### src/rtl/pit_pkg.sv
// types and helpers shared by the integer text parser modules
`timescale 1ns / 1ps

package pit_pkg;

  typedef enum logic [1:0] {
    PH_BLANK,
    PH_ZERO,
    PH_DIGIT,
    PH_SKIP
  } phase_t;

  typedef enum logic [1:0] {
    BASE_BIN,
    BASE_OCT,
    BASE_DEC,
    BASE_HEX
  } base_t;

  typedef struct packed {
    phase_t      phase;
    base_t       base;
    logic [31:0] acc;
    logic [7:0]  count;
  } parse_state_t;

  localparam logic [7:0] CH_NUL   = 8'h00;
  localparam logic [7:0] CH_TAB   = 8'h09;
  localparam logic [7:0] CH_SPACE = 8'h20;
  localparam logic [7:0] CH_ZERO  = 8'h30;
  localparam logic [7:0] CH_NINE  = 8'h39;
  localparam logic [7:0] CH_UA    = 8'h41;
  localparam logic [7:0] CH_UB    = 8'h42;
  localparam logic [7:0] CH_UF    = 8'h46;
  localparam logic [7:0] CH_UX    = 8'h58;
  localparam logic [7:0] CH_LA    = 8'h61;
  localparam logic [7:0] CH_LB    = 8'h62;
  localparam logic [7:0] CH_LF    = 8'h66;
  localparam logic [7:0] CH_LX    = 8'h78;

  // 16 marks a byte that is no digit in any base
  localparam logic [4:0] NO_DIGIT = 5'd16;

  function automatic logic [4:0] digit_of(input logic [7:0] c);
    logic [7:0] d;
    d = 8'd0;
    if (c >= CH_ZERO && c <= CH_NINE) begin
      d = c - CH_ZERO;
    end else if (c >= CH_UA && c <= CH_UF) begin
      d = c - CH_UA + 8'd10;
    end else if (c >= CH_LA && c <= CH_LF) begin
      d = c - CH_LA + 8'd10;
    end else begin
      d = {3'd0, NO_DIGIT};
    end
    return d[4:0];
  endfunction

  function automatic logic [4:0] radix_of(input base_t b);
    logic [4:0] r;
    case (b)
      BASE_BIN: r = 5'd2;
      BASE_OCT: r = 5'd8;
      BASE_DEC: r = 5'd10;
      BASE_HEX: r = 5'd16;
      default:  r = 5'd10;
    endcase
    return r;
  endfunction

  localparam parse_state_t STATE_RESET = '{
    phase: PH_BLANK,
    base:  BASE_DEC,
    acc:   32'd0,
    count: 8'd0
  };

endpackage

### src/rtl/pit_step.sv
// next parser state for one non-terminator character
`timescale 1ns / 1ps

module pit_step import pit_pkg::*; #(
  parameter int MAX_COUNT = 255
) (
  input  parse_state_t cur,
  input  logic [7:0]   text_byte,
  output parse_state_t nxt
);

  localparam int         LIMIT_INT   = (MAX_COUNT > 255) ? 255 : MAX_COUNT;
  localparam logic [7:0] COUNT_LIMIT = 8'(LIMIT_INT);

  logic [4:0]  digit;
  base_t       take_base;
  logic        is_digit;
  logic [31:0] scaled;
  logic [7:0]  count_inc;
  logic        is_x;
  logic        is_b;

  assign digit     = digit_of(text_byte);
  assign is_x      = (text_byte == CH_LX) || (text_byte == CH_UX);
  assign is_b      = (text_byte == CH_LB) || (text_byte == CH_UB);
  assign count_inc = (cur.count < COUNT_LIMIT) ? cur.count + 8'd1 : cur.count;

  // base the character is judged against when it is taken as a digit
  always_comb begin
    case (cur.phase)
      PH_BLANK: take_base = BASE_DEC;
      PH_ZERO:  take_base = BASE_OCT;
      default:  take_base = cur.base;
    endcase
  end

  assign is_digit = digit < radix_of(take_base);

  // value * base by shifts, wraps at 32 bits
  always_comb begin
    case (take_base)
      BASE_BIN: scaled = {cur.acc[30:0], 1'b0};
      BASE_OCT: scaled = {cur.acc[28:0], 3'b000};
      BASE_DEC: scaled = {cur.acc[28:0], 3'b000} + {cur.acc[30:0], 1'b0};
      BASE_HEX: scaled = {cur.acc[27:0], 4'b0000};
      default:  scaled = cur.acc;
    endcase
  end

  always_comb begin
    nxt = cur;
    case (cur.phase)
      PH_BLANK: begin
        if (text_byte == CH_SPACE || text_byte == CH_TAB) begin
          nxt.count = count_inc;
        end else if (text_byte == CH_ZERO) begin
          nxt.count = count_inc;
          nxt.phase = PH_ZERO;
        end else begin
          nxt.base = take_base;
          if (is_digit) begin
            nxt.phase = PH_DIGIT;
            nxt.acc   = scaled + {27'd0, digit};
            nxt.count = count_inc;
          end else begin
            nxt.phase = PH_SKIP;
          end
        end
      end
      PH_ZERO: begin
        if (is_x) begin
          nxt.base  = BASE_HEX;
          nxt.count = count_inc;
          nxt.phase = PH_DIGIT;
        end else if (is_b) begin
          nxt.base  = BASE_BIN;
          nxt.count = count_inc;
          nxt.phase = PH_DIGIT;
        end else begin
          nxt.base = take_base;
          if (is_digit) begin
            nxt.phase = PH_DIGIT;
            nxt.acc   = scaled + {27'd0, digit};
            nxt.count = count_inc;
          end else begin
            nxt.phase = PH_SKIP;
          end
        end
      end
      PH_DIGIT: begin
        if (is_digit) begin
          nxt.acc   = scaled + {27'd0, digit};
          nxt.count = count_inc;
        end else begin
          nxt.phase = PH_SKIP;
        end
      end
      default: begin
        nxt.phase = PH_SKIP;
      end
    endcase
  end

endmodule

### src/rtl/prefixed_integer_text_parser.sv
// top level of the prefixed integer text parser
//
// text arrives one byte per beat on the in_ channel (valid/ready); a zero
// byte ends the string and produces one beat on the out_ channel carrying
// the parsed value and the count of characters consumed (blanks, prefix and
// digits, held at the smaller of MAX_COUNT and 255). other bytes produce
// no output beat.
// every byte is handled by the combinational step logic feeding the parse
// state register, so one byte can be taken each cycle while in_ready is
// high; the result of a terminator appears on out_ the cycle after it is
// taken. input is taken whenever the output register is empty or is being
// drained in the same cycle, so a stalled receiver holds off only bytes
// while a result waits.
// after reset the parser waits for leading blanks in base ten with a zero
// value and count, and the output register is empty. each terminator puts
// the parser back in that state for the next string.
`timescale 1ns / 1ps

module prefixed_integer_text_parser import pit_pkg::*; #(
  parameter int MAX_COUNT = 255
) (
  input  logic               clk,
  input  logic               rst_n,
  input  logic               in_valid,
  output logic               in_ready,
  input  logic [7:0]         in_text_byte,
  output logic               out_valid,
  input  logic               out_ready,
  output logic signed [31:0] out_parsed_value,
  output logic [7:0]         out_consumed_count
);

  parse_state_t       state_r;
  parse_state_t       state_nxt;
  logic               out_valid_r;
  logic               out_valid_nxt;
  logic signed [31:0] value_r;
  logic [7:0]         count_r;
  logic               in_fire;
  logic               is_end;

  pit_step #(
    .MAX_COUNT(MAX_COUNT)
  ) u_step (
    .cur       (state_r),
    .text_byte (in_text_byte),
    .nxt       (state_nxt)
  );

  assign in_ready = !out_valid_r || out_ready;
  assign in_fire  = in_valid && in_ready;
  assign is_end   = (in_text_byte == CH_NUL);

  // a terminator beat refills the output register, otherwise it holds until drained
  assign out_valid_nxt = (in_fire && is_end) || (out_valid_r && !out_ready);

  always_ff @(posedge clk) begin
    if (!rst_n) begin
      state_r     <= STATE_RESET;
      out_valid_r <= 1'b0;
    end else begin
      out_valid_r <= out_valid_nxt;
      if (in_fire) begin
        if (is_end) begin
          state_r <= STATE_RESET;
        end else begin
          state_r <= state_nxt;
        end
      end
    end
  end

  // result payload, loaded on a terminator beat
  always_ff @(posedge clk) begin
    if (in_fire && is_end) begin
      value_r <= $signed(state_r.acc);
      count_r <= state_r.count;
    end
  end

  assign out_valid          = out_valid_r;
  assign out_parsed_value   = value_r;
  assign out_consumed_count = count_r;

endmodule

### config.mk
export PLATFORM = sky130hd
export DESIGN_NAME = prefixed_integer_text_parser
export DESIGN_NICKNAME = d
export VERILOG_FILES = /design/src/rtl/pit_pkg.sv /design/src/rtl/pit_step.sv /design/src/rtl/prefixed_integer_text_parser.sv
export SDC_FILE = /design/constraint.sdc
export NUM_CORES = 1
export LEC_CHECK = 0
export ABC_AREA = 1
export BUFFER_PORTS_ARGS = -buffer_cell sky130_fd_sc_hd__buf_2
export CAP_MARGIN = 10
export CORE_MARGIN = 1
export CORE_UTILIZATION = 55
export CTS_CLUSTER_SIZE = 28
export DETAILED_ROUTE_END_ITERATION = 7
export GPL_TIMING_DRIVEN = 1
export PLACE_DENSITY_LB_ADDON = 0.2
export SLEW_MARGIN = 20
export SYNTH_ARGS = -nofsm -noshare
export SYNTH_HDL_FRONTEND = slang
export SYNTH_SLANG_ARGS = --single-unit
export TNS_END_PERCENT = 10
### constraint.sdc
create_clock -name clk -period 11.18 [get_ports clk]
set_input_delay 1.118 -clock clk [delete_from_list [all_inputs] [get_ports clk]]
set_output_delay 1.118 -clock clk [all_outputs]
set_load 0.05 [all_outputs]
==> flow_summary.yaml, run 1 <==
logic_synthesis:
  synth_edf_count: 40
  synth-compound-area-share_pct: 14.20
  async_flop_share_pct: 0
  synth_nets: 1289
  ys_ff_latch: 85
  yosys.area.top_type: "nand2_1"
  syn_area_per_cell_um2: 6.512
  synth_top_family_by_area: "simple AND/OR/NAND/NOR gates"
  netlist_area_um2: 8003
  synth.area.mux_share_pct: 0
  synth_fa_ha_area_share_pct: 7.692
  netlist.area_leader.share_pct: 17.07
  yosysSeqAreaShare_pct: 26.27
  ys.flop_type: "dfxtp_1"
  synth_xor_area_share_pct: 1.188
  synth_cell_types: 52
  yosys.area_share.simple_pct: 39.35
  synth.area.top_cells: "nand2_1 17%, edfxtp_1 15%, dfxtp_1 11%"
  yosysWarnings: 0
  syn_inst: 1229
worst_setup_path:
  cp_common_cell: "nand2_1"
  critical_path_class: "flip-flop to flip-flop"
  worst-endpoint-arrival_ps: 4600
  cp.required_ps: 11450
  end_kind: "flip-flop"
  path_delay_family: "simple AND/OR/NAND/NOR gates"
  slowest_stage: "ha_1"
  startpoint_type: "flip-flop"
  worst-path-stages: 25
  critPathMaxFanout: 29
  r2r_cells: 25
  max_stage_delay_ps: 590
  path_buf_inv: 3
grt:
  grt_pass1_vias: 7644
  antenna_found_initial: 0
  grt_pass1_wl_um: 35270
  grt_max_degree: 34
  grt_usage_pct: 30.04
  grt.overflow.total: 0
drt:
  wl_um: 21090
  wl_met3_um: 1158
  drc: 0
  vias: 8138
  vias_per_cell: 5.601
  first_iter_violations: 697
  wl_met1_um: 9462
  antenna_left: 0
  met2_length_um: 9675
  wl_per_cell_um: 14.52
  first_pass_iters: 5
  topRoutingLayerUsed: "met4"
outcome:
  outcome: "completed"
timing:
  fmax_mhz: 231.0
  slew_violations: 0
  setup_ws_ps: 6850
  relSlewSlack_pct: 29.54
  worstMarginPinSlew_ps: 1057
  finalHoldViolations: 0
  fin_skew_ps: 10.68
  period_needed_ps: 4330
  final-setup-viol-count: 0
  fin_crit_sh_pct: 38.73
  grt_setup_unrepaired: "false"
  fin_setup_tns_ps: 0
clock_tree:
  path_clk_slew_ps: 70
  cts.sink_count: 85
  cts_setup_buffers: 0
  cts_buffers: 9
  clk-insertion-delay-late_ps: 360
  htree_levels: 3
  hold_buffers: 0
  cts_tree: "yes"
  ctsResizeCount: 0
  cts-root-buf: "clkbuf_16"
  clockBufferDepth: 2
placed_design:
  hpwl_um: 15910
  gp_congestion: 0.9471
  preCtsSetupSlack_ps: 6753
  port_buffers: 53
  post-place-cells: 1437
  placed_area_um2: 8317
cells_and_area:
  utilization_pct: 61.38
  drive_gt1_share_pct: 13.83
  regArea_um2: 2102
  syn2layout_area_growth_pct: 7.708
  fin_area_um2: 8620
  nNetsFinal: 1328
  multi_input_area_um2: 5006
  fill_cells: 1356
  antennaDiodeCount: 0
  fin_cells: 1453
die:
  coreArea_um2: 14040
  die_h_um: 122.6
  rows: 43
  start_util_pct: 56.99
  dieArea_um2: 15040
  die_w_um: 122.6
  io_pins: 54
pwr:
  ir_worst_vdd_mv: 0.07489
  power.leakage_nw: 4.015
  p_per_area_nw_per_um2: 104.5
flow_run:
  maxCapViolations: 0
worst_hold_path:
  hold-path-cell-count: 0
  holdCritPathClass: "flip-flop to flip-flop"
## cell usage in the layout, fill, tap and decap left out, types with 23 or more instances in the layout
cell / count
nor2_1: 104
inv_1: 168
a221oi_1: 24
ha_1: 46
a21oi_1: 82
nand4_1: 24
nand2_1: 363
nand2_2: 23
dfxtp_1: 45
o21ai_0: 43
nand3_1: 100
edfxtp_1: 40
buf_2: 53
## cell families after synthesis
logic type | Yosys count
and+or+nand+nor | 688
DFF | 85
xor gates and xnor gates | 10
adders and majority gates | 48
AOI/OAI and AO/OA | 185
buffers and inverters | 213
## layer usage
metal	GRT usage (%)	vias up
li1	-	4111
met1	38.12	3701
met2	49.40	271
met3	3.717	55
met4	16.46	0
met5	0	-
## synthesized netlist by cell type, types with 9 or more instances
| cell type | n |
|---|---|
| ha_1 | 46 |
| edfxtp_1 | 40 |
| nand3_1 | 100 |
| inv_1 | 168 |
| nand3b_1 | 10 |
| dfxtp_1 | 45 |
| or2_2 | 13 |
| nand4_1 | 24 |
| nor2_4 | 10 |
| inv_2 | 12 |
| buf_2 | 9 |
| a221oi_1 | 24 |
| nand2_2 | 22 |
| a21oi_1 | 82 |
| o21ai_0 | 43 |
| nor2_2 | 13 |
| nor2_1 | 105 |
| nand2_1 | 364 |
## worst register-to-register path, cell delays in order (launching register included)
cell and delay, ps:
dfxtp_1 380, inv_1 90, or2_2 270, o21ai_0 170, inv_1 190, ha_1 590, a221o_1 480, o21ai_0 70
inv_1 60, ha_1 320, nand3_1 90, nand2_1 90, nand2_1 70, nand2_1 60, nand2_1 70, nor2_2 120
nand2_1 110, nor2_4 180, nand4_2 190, nor2_4 170, nand3_2 90, nor2_2 100, nand2_1 50, nand2_1 60
nand2_1 40, a21oi_1 130
## flip-flops by register name, summed over array words and instances (netlist names)
| name | flops |
|---|---|
| state_r | 44 |
| out_valid | 1 |
| out_consumed_count | 8 |
| out_parsed_value | 32 |
## power by group
part,internal [W],switching [W],leakage [nW]
combinational,0.0000752,0.000164,3.19
clock,0.000174,0.000137,0.138
sequential,0.000335,0.0000152,0.683
total,0.000584,0.000317,4.02
## area by class of cell
type | instances | area share (%)
multi-input combinational | 931 | 58.08
sequential | 85 | 24.39
inverter | 184 | 8.013
timing repair buffer | 57 | 3.426
clock buffer | 9 | 2.613
tap | 180 | 2.613
clock inverter | 7 | 0.8710
## through the flow
| step | hold slack, ps | total power [W] |
|---|---|---|
| CTS | 441.7 | 0.0008987 |
| global route | 462.1 | 0.0009466 |
| finish | 442.7 | 0.0009010 |
| floorplan | 408.6 | 0.0005493 |
| detailed placement | 426.3 | 0.0005915 |
| global placement | 429.7 | 0.0005876 |
## final timing paths
path                                                from                              to  slack, ps
worst max-delay path            state_r[43]$_SDFFE_PN0P_        state_r[34]$_SDFFE_PN0P_       6850
worst min-delay path            state_r[39]$_SDFFE_PN0P_  out_parsed_value[31]$_DFFE_PP_        440
worst max register to register  state_r[43]$_SDFFE_PN0P_        state_r[34]$_SDFFE_PN0P_       6850
worst min register to register  state_r[39]$_SDFFE_PN0P_  out_parsed_value[31]$_DFFE_PP_        440
No activity file was read; power rests on OpenSTA's default activity.
==> inputs of run 2 (changes only) <==
Settings changed: ABC_AREA 1 to 0.
Clock period 11.18 ns to 4.2 ns, I/O delays scaled along.
==> flow_summary.yaml, run 2 <==
worst_setup_path:
  startpoint_type: "flip-flop"
  crit-reg2reg-launch: "state_r[43]$_SDFFE_PN0P_"
  startpoint: "state_r[43]$_SDFFE_PN0P_"
  end_kind: "flip-flop"
  cp.required_ps: 4440
  rr_endpoint: "state_r[35]$_SDFFE_PN0P_"
  critPathMaxFanout: 9
  r2r_cells: 17
  critical_path_class: "flip-flop to flip-flop"
  r2r_slack_ps: 290
  worst-endpoint-arrival_ps: 4140
logic_synthesis:
  synth.area.top_cells: "edfxtp_1 17%, dfxtp_1 13%, ha_1 8.1%"
  yosys.area.top_type: "edfxtp_1"
  ys_ff_latch: 85
  yosys-top-cells-count: "85 x nand2_1, 54 x nor2_1, 51 x a21oi_1"
  netlist_area_um2: 7144
  synth_nets: 911
  async_flop_share_pct: 0
  synth_cell_types: 95
  netlist.area_leader.share_pct: 16.81
  synth_edf_count: 40
  yosysWarnings: 0
  syn_inst: 851
  yosysMostFrequentCell: "nand2_1"
  ys.flop_type: "dfxtp_1"
  yosysSeqAreaShare_pct: 29.42
  syn_area_per_cell_um2: 8.395
pwr:
  seq_power_share_pct: 39.3
  p_clk_share_pct: 37.2
  p_per_area_nw_per_um2: 289.4
  finalPower_w: 0.002314
  power.leakage_nw: 3.159
  switching_share_pct: 30.98
  internal-power_w: 0.001597
  combPwrFrac_pct: 23.5
  power.switching_w: 0.0007168
  ir_worst_vdd_mv: 0.1769
clock_tree:
  clk-insertion-delay-late_ps: 360
  cts_tree: "yes"
  htree_levels: 3
  cts_buffers: 9
  cts.sink_count: 85
  cts-root-buf: "clkbuf_16"
  path_clk_slew_ps: 60
  clockBufferDepth: 2
placed_design:
  port_buffers: 53
  placed_area_um2: 7621
  hpwl_um: 14770
  gp_congestion: 0.9142
  post-place-cells: 1055
cells_and_area:
  antennaDiodeCount: 0
  syn2layout_area_growth_pct: 11.93
  drive_gt1_share_pct: 15.76
  nNetsFinal: 956
  fin_cells: 1073
  fin_area_um2: 7996
  layout_commonest_cell: "nand2_1"
  registers.top_by_ff_count: "state_r"
  largest_reg_flops: 44
  layout_common_cells: "85 x nand2_1, 53 x nor2_1, 53 x buf_2"
die:
  start_util_pct: 56.61
  coreArea_um2: 12620
  die_w_um: 116.0
  die_h_um: 116.0
  dieArea_um2: 13450
  rows: 41
  io_pins: 54
grt:
  grt.overflow.total: 0
  grt_pass1_vias: 6571
  grt_max_degree: 31
  grt_usage_pct: 31.55
  antenna_found_initial: 0
  grt_pass1_wl_um: 33110
drt:
  drc: 0
  wl_per_cell_um: 19.07
  antenna_left: 0
  wl_um: 20460
  vias: 7127
  first_iter_violations: 732
  vias_per_cell: 6.642
  first_pass_iters: 8
timing:
  finalHoldViolations: 0
  worstMarginPinSlew_ps: 703.8
  period_needed_ps: 3907
  slew_violations: 0
  fin_skew_ps: 6.823
  fmax_mhz: 256.0
  relSlewSlack_pct: 52.72
  fin_crit_sh_pct: 93.01
  final-setup-viol-count: 0
outcome:
  outcome: "completed"
worst_hold_path:
  holdCritPathClass: "flip-flop to flip-flop"
  hold_end: "out_parsed_value[31]$_DFFE_PP_"
  hold-path-cell-count: 0
  holdCritStartpoint: "state_r[39]$_SDFFE_PN0P_"
flow_run:
  maxCapViolations: 0
run 2: changes by cell type in the layout (fill, tap and decap cells not counted), sizes merged, moves of 13 or more:
cell / previous run / this run
nand2: 387 / 85
nand2b: 0 / 14
a21oi: 94 / 55
nand3: 108 / 27
nor2: 130 / 58
a221o: 1 / 14
nor2b: 0 / 32
xnor2: 1 / 20
buf: 57 / 81
inv: 181 / 34
a22oi: 3 / 26
run 2: cells by family (layout without fill, tap and decap cells):
logic type / Yosys count / after routing / synth area share [%]
AND/OR/NAND/NOR: 320 / 320 / 24.76
adder cells (fa/ha/maj): 48 / 48 / 8.616
buffers and inverters: 81 / 131 / 4.746
AO/OA/AOI/OAI: 270 / 270 / 26.45
multiplexers: 12 / 12 / 1.716
flip-flops: 85 / 85 / 29.42
XOR/XNOR: 35 / 35 / 4.291
run 2: critical path: stages, from the launching register on:
cell and delay (ps):
dfxtp_2 340, inv_2 60, ha_1 160, inv_1 70, a21oi_2 210, ha_2 350
buf_4 180, a221o_1 190, nor2_1 50, and3_1 210, nor3_4 230, nand4_2 170
nand4b_1 250, or3_4 440, nor4_4 410, nand3_1 160, xor2_1 230, o21ai_2 60
run 2: power groups by stage:
stage	Combinational [W]	Clock [W]	Sequential [W]
5_1_grt	0.000593	0.000906	0.000913
3_3_place_gp	0.000506	0	0.000926
4_1_cts	0.000525	0.000873	0.000908
3_5_place_dp	0.000522	0	0.000927
6_report	0.000543	0.000860	0.000910
2_1_floorplan	0.000388	0	0.000917
run 2: layer usage:
layer | track usage [%] | wire [µm]
met2 | 50.67 | 9604
met3 | 5.073 | 1456
met4 | 11.88 | 472
met1 | 42.56 | 8927
met5 | 0 | 0
run 2: cell type report:
cell class	count	area, µm²
Clock buffer	9	225.2
Clock inverter	7	90.09
Fill cell	1135	4623
Inverter	34	127.6
Multi-Input combinational cell	685	4755
Sequential cell	85	2105
Tap cell	172	215.2
Timing Repair Buffer	81	479.2
run 2: what timing repair did:
| item | CTS | global route |
|---|---|---|
| hold buffers | 0 | 0 |
| endpoints found under the setup margin | 0 | 10 |
| gates resized for setup | 0 | 16 |
| buffers inserted | 0 | 2 |
run 2: how the worst max path moves through the flow:
stage	end	cells past startpoint
finish	state_r[35]$_SDFFE_PN0P_	17
global route	state_r[39]$_SDFFE_PN0P_	20
CTS	state_r[36]$_SDFFE_PN0P_	16
detailed placement	state_r[36]$_SDFFE_PN0P_	16
global placement	state_r[31]$_SDFFE_PN0P_	15
floorplan	state_r[36]$_SDFFE_PN0P_	24
run 2: stage by stage:
step	hold slack [ps]	TNS [ps]	setup WS [ps]	util [%]
after floorplan	408.1	0	6.597	-
after global placement	459.6	0	228.3	60.39
after detailed placement	436.6	0	109.5	60.39
after CTS	471.3	0	210.7	62.89
after global routing	490.0	-39.99	-39.99	63.37
final	474.8	0	293.5	63.37
